### src/rtl/stq_pkg.sv
package stq_pkg;

   localparam int CAPACITY_DEF  = 16;
   localparam int TIME_BITS_DEF = 32;
   localparam int ID_BITS_DEF   = 10;

   // Field widths of the request and response items
   localparam int OPCODE_W = 2;
   localparam int ID_W     = 10;
   localparam int TIME_W   = 32;
   localparam int STATUS_W = 3;

   typedef enum logic [OPCODE_W-1:0] {
      OP_ADD    = 2'd0,
      OP_ADJUST = 2'd1,
      OP_DELETE = 2'd2,
      OP_TICK   = 2'd3
   } opcode_type;

   typedef enum logic [STATUS_W-1:0] {
      ST_OK        = 3'd0,
      ST_FULL      = 3'd1,
      ST_NOT_FOUND = 3'd2,
      ST_DUPLICATE = 3'd3,
      ST_NOTHING   = 3'd4
   } status_type;

   typedef struct packed {
      logic [OPCODE_W-1:0] opcode;
      logic [ID_W-1:0]     timer_id;
      logic [TIME_W-1:0]   expire_time;
      logic [TIME_W-1:0]   now_time;
   } req_type;

   typedef struct packed {
      logic [STATUS_W-1:0] status;
      logic [ID_W-1:0]     expired_id;
      logic                last;
   } rsp_type;

   // What a cell loads at the next edge
   typedef enum logic [1:0] {
      CMD_HOLD       = 2'd0,
      CMD_LOAD       = 2'd1,
      CMD_FROM_LEFT  = 2'd2,
      CMD_FROM_RIGHT = 2'd3
   } cell_cmd_type;

   // Per-cell compare results against the current key
   typedef struct packed {
      logic le;
      logic hit;
   } cell_flag_type;

endpackage

### src/rtl/stq_cell.sv
module stq_cell #(
   parameter int TIME_BITS = stq_pkg::TIME_BITS_DEF,
   parameter int ID_BITS   = stq_pkg::ID_BITS_DEF
) (
   input  logic                 clock,
   input  logic                 reset,
   input  stq_pkg::cell_cmd_type cmd,
   input  logic [TIME_BITS-1:0] key_time,
   input  logic [ID_BITS-1:0]   key_id,
   input  logic                 left_valid,
   input  logic [TIME_BITS-1:0] left_time,
   input  logic [ID_BITS-1:0]   left_id,
   input  logic                 right_valid,
   input  logic [TIME_BITS-1:0] right_time,
   input  logic [ID_BITS-1:0]   right_id,
   output logic                 slot_valid,
   output logic [TIME_BITS-1:0] slot_time,
   output logic [ID_BITS-1:0]   slot_id,
   output stq_pkg::cell_flag_type flags
);
   import stq_pkg::*;

   logic                 valid_ff, valid_in;
   logic [TIME_BITS-1:0] time_ff, time_in;
   logic [ID_BITS-1:0]   id_ff, id_in;

   always_comb begin
      case (cmd)
         CMD_LOAD: begin
            valid_in = 1'b1;
            time_in  = key_time;
            id_in    = key_id;
         end
         CMD_FROM_LEFT: begin
            valid_in = left_valid;
            time_in  = left_time;
            id_in    = left_id;
         end
         CMD_FROM_RIGHT: begin
            valid_in = right_valid;
            time_in  = right_time;
            id_in    = right_id;
         end
         default: begin
            valid_in = valid_ff;
            time_in  = time_ff;
            id_in    = id_ff;
         end
      endcase
   end

   always_ff @(posedge clock) begin
      if (reset) begin
         valid_ff <= 1'b0;
      end else begin
         valid_ff <= valid_in;
      end
   end

   always_ff @(posedge clock) begin
      time_ff <= time_in;
      id_ff   <= id_in;
   end

   assign flags.le    = valid_ff && (time_ff <= key_time);
   assign flags.hit   = valid_ff && (id_ff == key_id);
   assign slot_valid  = valid_ff;
   assign slot_time   = time_ff;
   assign slot_id     = id_ff;

endmodule

### src/rtl/sorted_timer_queue_top.sv
// Sorted timer queue: up to CAPACITY timers held in a row of cells in
// ascending order of expiry, the earliest in cell 0, addressed by timer id.
// Request channel: an item (req_data) is taken at an edge where start is
// high and busy is low. Ops: add, adjust expiry, delete, tick.
// Response channel: each result sits on rsp_data for one cycle with
// rsp_strobe high; the receiver cannot hold results off. Every op ends with
// a result that has last set.
// Timing: the item is registered on accept and worked in the next cycle;
// its result is registered and shows in the cycle after that. Adjust works
// as a remove pass, then an insert pass. Tick gives one expired id per
// cycle as cell 0 pops and the row shifts down, or one nothing result.
// Each step is one parallel compare in every cell plus at most one shift of
// part or all of the row, so the op count, not the queue depth, sets time.
// Reset (synchronous) empties the queue and drops any op in progress; the
// block is ready in the cycle after reset falls.
module sorted_timer_queue_top #(
   parameter int CAPACITY  = stq_pkg::CAPACITY_DEF,
   parameter int TIME_BITS = stq_pkg::TIME_BITS_DEF,
   parameter int ID_BITS   = stq_pkg::ID_BITS_DEF
) (
   input  logic             clock,
   input  logic             reset,
   input  logic             start,
   output logic             busy,
   input  stq_pkg::req_type req_data,
   output logic             rsp_strobe,
   output stq_pkg::rsp_type rsp_data
);
   import stq_pkg::*;

   typedef enum logic [2:0] {
      S_IDLE  = 3'b001,
      S_EXEC  = 3'b010,
      S_REINS = 3'b100
   } state_type;

   state_type            state_ff, state_in;
   opcode_type           op_ff;
   logic [TIME_BITS-1:0] key_time_ff, key_time_in;
   logic [ID_BITS-1:0]   key_id_ff;
   logic                 rsp_strobe_ff, rsp_strobe_in;
   rsp_type              rsp_ff, rsp_in;

   logic                 cell_valid [CAPACITY];
   logic [TIME_BITS-1:0] cell_time  [CAPACITY];
   logic [ID_BITS-1:0]   cell_id    [CAPACITY];
   cell_flag_type        cell_flags [CAPACITY];
   cell_cmd_type         cell_cmd   [CAPACITY];

   logic [CAPACITY-1:0]  le_vec, hit_vec, le_left, hit_pre, vld_vec;
   logic                 any_hit, full;
   logic                 do_insert, do_remove, do_pop;
   logic                 accept;

   assign accept = start && !busy;
   assign busy   = (state_ff != S_IDLE);

   always_comb begin
      for (int i = 0; i < CAPACITY; i++) begin
         le_vec[i]  = cell_flags[i].le;
         hit_vec[i] = cell_flags[i].hit;
         vld_vec[i] = cell_valid[i];
      end
   end

   assign le_left = {le_vec[CAPACITY-2:0], 1'b1};
   assign any_hit = |hit_vec;
   assign full    = cell_valid[CAPACITY-1];

   // Mark the hit cell and every cell above it
   always_comb begin
      hit_pre = hit_vec;
      for (int s = 1; s < CAPACITY; s = s * 2) begin
         hit_pre = hit_pre | (hit_pre << s);
      end
   end

   // Per-cell command
   always_comb begin
      for (int i = 0; i < CAPACITY; i++) begin
         if (do_pop) begin
            cell_cmd[i] = CMD_FROM_RIGHT;
         end else if (do_remove) begin
            cell_cmd[i] = hit_pre[i] ? CMD_FROM_RIGHT : CMD_HOLD;
         end else if (do_insert && !le_vec[i]) begin
            cell_cmd[i] = le_left[i] ? CMD_LOAD : CMD_FROM_LEFT;
         end else begin
            cell_cmd[i] = CMD_HOLD;
         end
      end
   end

   for (genvar g = 0; g < CAPACITY; g++) begin : g_cell
      logic                 lv, rv;
      logic [TIME_BITS-1:0] lt, rt;
      logic [ID_BITS-1:0]   li, ri;

      if (g == 0) begin : g_first
         assign lv = 1'b0;
         assign lt = '0;
         assign li = '0;
      end else begin : g_mid_l
         assign lv = cell_valid[g-1];
         assign lt = cell_time[g-1];
         assign li = cell_id[g-1];
      end

      if (g == CAPACITY-1) begin : g_last
         assign rv = 1'b0;
         assign rt = '0;
         assign ri = '0;
      end else begin : g_mid_r
         assign rv = cell_valid[g+1];
         assign rt = cell_time[g+1];
         assign ri = cell_id[g+1];
      end

      stq_cell #(
         .TIME_BITS(TIME_BITS),
         .ID_BITS  (ID_BITS)
      ) u_cell (
         .clock      (clock),
         .reset      (reset),
         .cmd        (cell_cmd[g]),
         .key_time   (key_time_ff),
         .key_id     (key_id_ff),
         .left_valid (lv),
         .left_time  (lt),
         .left_id    (li),
         .right_valid(rv),
         .right_time (rt),
         .right_id   (ri),
         .slot_valid (cell_valid[g]),
         .slot_time  (cell_time[g]),
         .slot_id    (cell_id[g]),
         .flags      (cell_flags[g])
      );
   end

   assign key_time_in = (opcode_type'(req_data.opcode) == OP_TICK) ?
                        TIME_BITS'(req_data.now_time) : TIME_BITS'(req_data.expire_time);

   always_comb begin
      state_in      = state_ff;
      do_insert     = 1'b0;
      do_remove     = 1'b0;
      do_pop        = 1'b0;
      rsp_strobe_in = 1'b0;
      rsp_in        = '{status: ST_OK, expired_id: '0, last: 1'b1};
      unique case (state_ff)
         S_IDLE: begin
            if (accept) begin
               state_in = S_EXEC;
            end
         end
         S_EXEC: begin
            rsp_strobe_in = 1'b1;
            state_in      = S_IDLE;
            unique case (op_ff)
               OP_ADD: begin
                  if (any_hit) begin
                     rsp_in.status = ST_DUPLICATE;
                  end else if (full) begin
                     rsp_in.status = ST_FULL;
                  end else begin
                     do_insert = 1'b1;
                  end
               end
               OP_DELETE: begin
                  if (!any_hit) begin
                     rsp_in.status = ST_NOT_FOUND;
                  end else begin
                     do_remove = 1'b1;
                  end
               end
               OP_ADJUST: begin
                  if (!any_hit) begin
                     rsp_in.status = ST_NOT_FOUND;
                  end else begin
                     // drop the old entry now, reinsert next cycle
                     do_remove     = 1'b1;
                     rsp_strobe_in = 1'b0;
                     state_in      = S_REINS;
                  end
               end
               OP_TICK: begin
                  if (le_vec[0]) begin
                     do_pop            = 1'b1;
                     rsp_in.expired_id = ID_W'(cell_id[0]);
                     rsp_in.last       = !le_vec[1];
                     if (le_vec[1]) begin
                        state_in = S_EXEC;
                     end
                  end else begin
                     rsp_in.status = ST_NOTHING;
                  end
               end
               default: begin
                  rsp_strobe_in = 1'b0;
               end
            endcase
         end
         S_REINS: begin
            do_insert     = 1'b1;
            rsp_strobe_in = 1'b1;
            state_in      = S_IDLE;
         end
         default: begin
            state_in = S_IDLE;
         end
      endcase
   end

   always_ff @(posedge clock) begin
      if (reset) begin
         state_ff      <= S_IDLE;
         rsp_strobe_ff <= 1'b0;
      end else begin
         state_ff      <= state_in;
         rsp_strobe_ff <= rsp_strobe_in;
      end
   end

   always_ff @(posedge clock) begin
      rsp_ff <= rsp_in;
      if (accept) begin
         op_ff       <= opcode_type'(req_data.opcode);
         key_time_ff <= key_time_in;
         key_id_ff   <= ID_BITS'(req_data.timer_id);
      end
   end

   assign rsp_strobe = rsp_strobe_ff;
   assign rsp_data   = rsp_ff;

   // Occupied cells always form a contiguous run from cell 0
   a_valid_packed: assert property (@(posedge clock) disable iff (reset)
      ((vld_vec & (vld_vec + CAPACITY'(1))) == '0))
      else $error("occupied cells not contiguous");

   a_accept_exec: assert property (@(posedge clock) disable iff (reset)
      accept |=> (state_ff == S_EXEC))
      else $error("accepted item not worked next cycle");

   a_error_last: assert property (@(posedge clock) disable iff (reset)
      (rsp_strobe && (rsp_data.status != ST_OK)) |-> rsp_data.last)
      else $error("refused item without last");

   a_tick_continues: assert property (@(posedge clock) disable iff (reset)
      (rsp_strobe && !rsp_data.last) |-> busy)
      else $error("tick stopped before its last result");

endmodule
### config.mk
export PLATFORM = sky130hd
export DESIGN_NAME = sorted_timer_queue_top
export DESIGN_NICKNAME = d
export VERILOG_FILES = /design/src/rtl/stq_pkg.sv /design/src/rtl/stq_cell.sv /design/src/rtl/sorted_timer_queue_top.sv
export SDC_FILE = /design/constraint.sdc
export NUM_CORES = 2
export LEC_CHECK = 0
export BUFFER_PORTS_ARGS = -buffer_cell sky130_fd_sc_hd__buf_2
export CAP_MARGIN = 25
export CORE_AREA = 10 10 215 420
export CTS_CLUSTER_DIAMETER = 120
export DETAILED_ROUTE_END_ITERATION = 8
export DIE_AREA = 0 0 225 430
export PLACE_DENSITY = 0.81
export SYNTH_ARGS = -nofsm -noshare
export SYNTH_HDL_FRONTEND = slang
export SYNTH_SLANG_ARGS = --single-unit
### constraint.sdc
create_clock -name clock -period 8.85 [get_ports clock]
set_clock_uncertainty 0.15 [all_clocks]
set_input_delay 0.885 -clock clock [delete_from_list [all_inputs] [get_ports clock]]
set_output_delay 0.885 -clock clock [all_outputs]
set_load 0.02 [all_outputs]
After elaboration in Yosys (flattened, before gate mapping):

Index checks and enable logic that the tools add are counted.

* bits in registers: 750
* bits of input ports: 79
* output and inout bits: 16

* magnitude comparators: 16
* equality and inequality tests: 73
* muxes and demuxes: 152
* bitwise gates (word level): 4
* reduce and logical (&&, ||, !) cells: 86

Operator list (number)
* case mux 32 bit (3 select lines): 16
* less-or-equal comparator 32 bit: 16
* case mux 10 bit (3 select lines): 16
* 2-to-1 mux 2 bit: 82
* == test 10 bit: 16
* == test 2 bit (second input constant): 35
* OR 16 bit: 4
* logical AND 1 bit: 49
* case mux 1 bit (3 select lines): 16
* nonzero test 3 bit: 16
* == test 2 x 1 -> 1 bit (second input constant): 17
* 2-to-1 mux 32 bit: 1
* logical NOT 1 bit: 17
* OR reduction 16 bit: 1
* 2-to-1 mux 1 bit: 13
* case mux 3 bit (2 select lines): 2
* 2-to-1 mux 3 bit: 3
* case mux 3 bit (3 select lines): 1
* case mux 1 bit (2 select lines): 2
* == test 3 x 1 -> 1 bit (second input constant): 1
* == test 3 x 2 -> 1 bit (second input constant): 1
* == test 3 bit (second input constant): 1
* != test 3 x 1 -> 1 bit (second input constant): 1
* AND reduction 3 bit: 1
* other kinds (3): 3

Logic depth before layout (Yosys ltp):

* word-level depth: 12
* gate-level depth with buffers: 14
* gate-level depth less buffers: 10

By module:

From an unflattened synthesis, not the netlist that was laid out.

* cells, all modules: 5388
* area total of the unflattened synthesis: 52681.8 sq um

Modules (own cells, without submodules)
* stq_cell at g_cell[0].u_cell ...: times used 15, cells an instance 322, area an instance 3110.5 sq um, sequential area each 1281.2 sq um
* stq_cell at g_cell[9].u_cell: times used 1, cells an instance 322, area an instance 3118.0 sq um, sequential area each 1281.2 sq um
* sorted_timer_queue_top: times used 1, cells an instance 236, area an instance 2906.5 sq um, sequential area each 1681.6 sq um

Least setup slack after synthesis:

No wires, ideal clock.

* path type: register -> register
* from: register key_time_ff[10]
* to: register g_cell[9].u_cell.id_ff[0] (enable)
* setup time: 500 ps
* arrival: 5731 ps
* required time: 8200 ps
* path slack: 2469 ps
* stages on the path, launching flop included: 13
* path buffers: 3
* period minus slack after synthesis: 6381 ps
* cell sequence: edfxtp_1 > inv_1 > ha_1 > nand4_1 > or4_1 > a21o_1 > a21oi_1 > nor3_1 > or2_2 > clkbuf_1 > clkbuf_1 > clkbuf_1 > o21ai_0

* word-level cells in the longest chain between the ends: 9

Ends and longest elaborated chain
* from (decl): RTL line sorted_timer_queue_top.sv:39 `logic [TIME_BITS-1:0] key_time_ff, key_time_in;`
* from (signal assigned): RTL line sorted_timer_queue_top.sv:228 `key_time_ff <= key_time_in;`
* less-or-equal comparator 32 bit: RTL line stq_cell.sv:65 `assign flags.le = valid_ff && (time_ff <= key_time);`
* logical AND 1 bit: RTL line stq_cell.sv:65
* logical NOT 1 bit: RTL line sorted_timer_queue_top.sv:85 `end else if (do_insert && !le_vec[i]) begin`
* logical AND 1 bit: RTL line sorted_timer_queue_top.sv:85
* 2-to-1 mux 2 bit: RTL line sorted_timer_queue_top.sv:85
* 2-to-1 mux 2 bit: RTL line sorted_timer_queue_top.sv:83 `end else if (do_remove) begin`
* 2-to-1 mux 2 bit (*): RTL line sorted_timer_queue_top.sv:81 `if (do_pop) begin`
* == test 2 x 1 -> 1 bit / == test 2 bit (equally long branches): RTL line stq_cell.sv:28 `case (cmd)`
* nonzero test 3 bit (no source line) (*)
* to (signal assigned): RTL line stq_cell.sv:62 `id_ff <= id_in;`
* to (decl): RTL line stq_cell.sv:25 `logic [ID_BITS-1:0] id_ff, id_in;`

Every way passes the cells marked *; elsewhere a longest branch is shown, timed or not.
A chain may end at the register's enable or synchronous reset.

Worst setup path in the final report:

* from: register key_time_ff[31]
* to: register g_cell[13].u_cell.time_ff[30] (data pin)

* word-level cells in the longest chain between the ends: 9

Ends and longest elaborated chain
* less-or-equal comparator 32 bit: RTL line stq_cell.sv:65
* logical AND 1 bit: RTL line stq_cell.sv:65
* logical NOT 1 bit: RTL line sorted_timer_queue_top.sv:85
* logical AND 1 bit: RTL line sorted_timer_queue_top.sv:85
* 2-to-1 mux 2 bit: RTL line sorted_timer_queue_top.sv:85
* 2-to-1 mux 2 bit: RTL line sorted_timer_queue_top.sv:83
* 2-to-1 mux 2 bit (*): RTL line sorted_timer_queue_top.sv:81
* == test 2 bit / == test 2 x 1 -> 1 bit (equally long branches): RTL line stq_cell.sv:28
* case mux 32 bit (3 select lines) (*): RTL line stq_cell.sv:28
* named net g_cell[13].u_cell.time_in[30]: RTL line stq_cell.sv:24 `logic [TIME_BITS-1:0] time_ff, time_in;`
* to (signal assigned): RTL line stq_cell.sv:61 `time_ff <= time_in;`
* to (decl): RTL line stq_cell.sv:24

Mark *: on every way through the listed nets, which the timed path passes. The rest lies on a longest branch.

==> impl_metrics.toml <==
[status]
status = "finished with violations"
violations = "design-rule violations"

[setup_path]
crit_slowest_cell = "o21ai_0"
cp_cell_sequence = "inv_1 > buf_4 > ha_1 > nand4_1 > nor4_1 > o41a_1 > o21a_1 > nand2_2 > o21ai_0 > a31oi_1"
r2r-end = "g_cell[13].u_cell.slot_time[30]$_DFFE_PP_"
ff2ff_setup_slack_ns = 2.90
cp_slowest_stage_delay_ns = 0.96
worstSetupStartpoint = "key_time_ff[31]$_DFFE_PP_"
r2r_start = "key_time_ff[31]$_DFFE_PP_"
path_max_fanout = 43
rr_worst_depth = 10
cp.required_ns = 9.08
crit_path_start_kind = "flip-flop"
path_class = "flip-flop to flip-flop"
worst_setup_path_end_kind = "flip-flop"
worst_ep_arrival_time_ns = 6.18

[placed_design]
place_congestion = 1.019
hpwl_um = 130600
placed_area_mm2 = 0.05463
portBuffers = 94

[timing]
min_period_over_period_pct = 67.20
worstMarginPinSlew_ns = 1.073
hold_viol = 0
rsz0062_at_grt = "false"
fin_setup_tns_ns = 0
period_minus_slack_ns = 5.947
timing.fmax_mhz = 168.1
setup_viol = 0
max_slew_margin_pct = 28.46
drv_slew = 0

[floorplanning]
die_area_mm2 = 0.09675
std_cell_rows = 150
placeableCoreArea_mm2 = 0.08352
die_w_um = 225
start_util_pct = 64.36
ios = 95
dieHeight_um = 430

[cells_and_area]
nets = 5951
n_fill_cell = 6411
syn2layout_area_growth_pct = 6.376
layout-drive-gt1-share_pct = 9.335
antenna_cells = 0
finish.instance_area_mm2 = 0.05717

[clock_tree]
clkLatencyLatePin_ns = 0.69
clock-sinks = 750
path_clk_slew_ns = 0.07
cts_buffer_depth = 3
cts_tree = "built"
cts_resized = 0
post_cts_buffers = 0
cts-root-buf = "clkbuf_16"
ctsHoldBuffers = 0
numCtsBuffers = 72
htreeDepth = 3

[global_route]
grt_max_degree = 164
grt_pass1_vias = 49910
grt_usage_pct = 39.13
grt-ovfl-total = 0
grt_pass1_wl_um = 293000
antenna_found_initial = 5

[power_and_ir_drop]
finalPower_w = 0.008327
p_leak_nw = 20.14
powerDensity_mw_per_mm2 = 145.6
peakVddDrop_uv = 163.7

[detailed_routing]
drt-total-wl_um = 194500
postRouteAntennaNets = 0
drt_iter0_markers = 6989
vias_per_cell = 7.867
route.detailed.drc = 1
dr_total_vias = 50930
routedWlPerCell_um = 30.04
dr.pass1.iters = 9

[synth]
synth_edf_count = 716
ys_seq_area_share_pct = 41.27
syn_area_per_cell_um2 = 9.627
syn_area_mm2 = 0.05375
netlist_instances = 5583
synth.distinct_cells = 78
synth_seq_cells = 750
async_flop_share_pct = 0
ys_warn_count = 0
synth_fp_nets = 6178
ys.flop_type = "edfxtp_1"

[min_path]
min_from = "req_data[71]"
min_to = "key_id_ff[7]$_DFFE_PP_"
worstHoldPathType = "input pin to flip-flop"
min_delay_path_depth = 1

[run]
drv_cap = 0
state kept, by name (all words and copies together), names as in the netlist:
signal	count
g_cell.u_cell.slot_id	160
rsp_data	14
g_cell.u_cell.slot_time	512
rsp_strobe	1
key_id_ff	10
state_ff	3
g_cell.u_cell.slot_valid	16
key_time_ff	32
op_ff	2
critical path, delay by kind of cell (launching register included):
kind / cells / cell delay, ns
AO/OA/AOI/OAI: 4 / 2.10
AND/OR/NAND/NOR: 3 / 1.75
flip-flops: 1 / 0.89
buffers and inverters: 2 / 0.36
adder cells (fa/ha/maj): 1 / 0.35
Yosys cell counts, types with 9 or more instances:
| cell | n | area (um2) |
|---|---|---|
| ha_1 | 516 | 6456 |
| nor4_1 | 24 | 150.1 |
| or3_1 | 20 | 125.1 |
| nand2b_1 | 9 | 56.30 |
| o311ai_0 | 42 | 367.9 |
| a311oi_1 | 41 | 359.1 |
| buf_6 | 12 | 135.1 |
| nor2_1 | 487 | 1828 |
| nor3_1 | 56 | 280.3 |
| a21oi_1 | 320 | 1602 |
| a211oi_1 | 15 | 112.6 |
| a41oi_1 | 87 | 762.0 |
| edfxtp_1 | 716 | 21500 |
| o21ai_0 | 331 | 1657 |
| o221ai_1 | 11 | 96.34 |
| and2_1 | 57 | 356.6 |
| xnor2_1 | 159 | 1393 |
| buf_1 | 15 | 56.30 |
| o21ai_1 | 19 | 95.09 |
| inv_1 | 87 | 326.6 |
| nor2b_1 | 22 | 137.6 |
| buf_2 | 105 | 525.5 |
| clkbuf_1 | 389 | 1460 |
| or4_1 | 9 | 67.56 |
| nand3_1 | 183 | 915.9 |
| a21boi_0 | 13 | 97.59 |
| nand2_1 | 293 | 1100 |
| dfxtp_1 | 34 | 680.7 |
| o311a_1 | 11 | 110.1 |
| or2_2 | 9 | 56.30 |
| o31ai_1 | 218 | 1637 |
| mux2_2 | 73 | 822.0 |
| nand4_1 | 471 | 2947 |
| a31oi_1 | 345 | 2158 |
| a221o_1 | 88 | 880.8 |
| o211ai_1 | 94 | 705.7 |
| buf_4 | 19 | 142.6 |
| o21a_1 | 12 | 90.09 |
| a21o_1 | 54 | 405.4 |
| and3_1 | 15 | 93.84 |
| and4_1 | 14 | 122.6 |
routing by layer:
layer	track usage, %	wire length, um
met5	0	42
met4	37.10	22420
met3	6.127	18190
met2	63.96	92060
met1	42.67	61740
area by class of cell:
class / instances / area (um2) / area share, %
multi-input combinational: 4202 / 29230 / 51.12
clock buffer: 93 / 1972 / 3.449
sequential: 750 / 22180 / 38.80
tap: 1064 / 1331 / 2.328
inverter: 87 / 326.6 / 0.5712
clock inverter: 35 / 430.4 / 0.7528
timing repair buffer: 243 / 1707 / 2.985
placed cells by master (no fill, tap or decap), types with 138 or more instances in the layout:
cell,synthesis,routed
edfxtp_1,716,716
o21ai_0,331,319
nand4_1,471,471
nand3_1,183,182
a31oi_1,345,344
ha_1,516,516
nand2_1,293,285
buf_4,19,138
a21oi_1,320,315
xnor2_1,159,159
o31ai_1,218,218
nor2_1,487,480
power by group:
group	internal, W	total [W]	switching [W]
combinational	0.000381	0.000950	0.000570
clock	0.00184	0.00338	0.00153
sequential	0.00394	0.00400	0.0000631
total	0.00616	0.00833	0.00216
cell families (layout without fill, tap and decap cells):
| kind of cell | after synthesis | in the layout | synth area share (%) |
|---|---|---|---|
| simple gates | 1691 | 1691 | 15.80 |
| fa+ha+maj | 516 | 516 | 12.01 |
| xor+xnor | 160 | 160 | 2.607 |
| flops | 750 | 750 | 41.27 |
| mux | 77 | 77 | 1.604 |
| compound gates | 1758 | 1758 | 21.67 |
| buf+inv | 631 | 458 | 5.035 |
per-stage QoR:
step	instances	hold slack (ns)	util (%)	worst slack, ns
detailed placement	6338	0.3825	65.41	3.198
finish	6474	0.2339	68.46	2.903
floorplan	5583	0.3401	-	2.469
CTS	6466	0.2118	68.29	3.173
global placement	6338	0.3850	65.41	3.330
global route	6474	0.2242	68.46	2.859
worst max-delay path by stage:
stage / slack (ns) / cells past startpoint / end
after CTS: 3.17 / 12 / g_cell[6].u_cell.slot_time[7]$_DFFE_PP_
after detailed placement: 3.20 / 12 / g_cell[6].u_cell.slot_time[7]$_DFFE_PP_
after global routing: 2.86 / 11 / g_cell[13].u_cell.slot_time[30]$_DFFE_PP_
after floorplan: 2.47 / 12 / g_cell[9].u_cell.slot_id[0]$_DFFE_PP_
final: 2.90 / 10 / g_cell[13].u_cell.slot_time[30]$_DFFE_PP_
after global placement: 3.33 / 12 / g_cell[6].u_cell.slot_time[7]$_DFFE_PP_
Note: power is estimated with default switching activity, not from simulation.
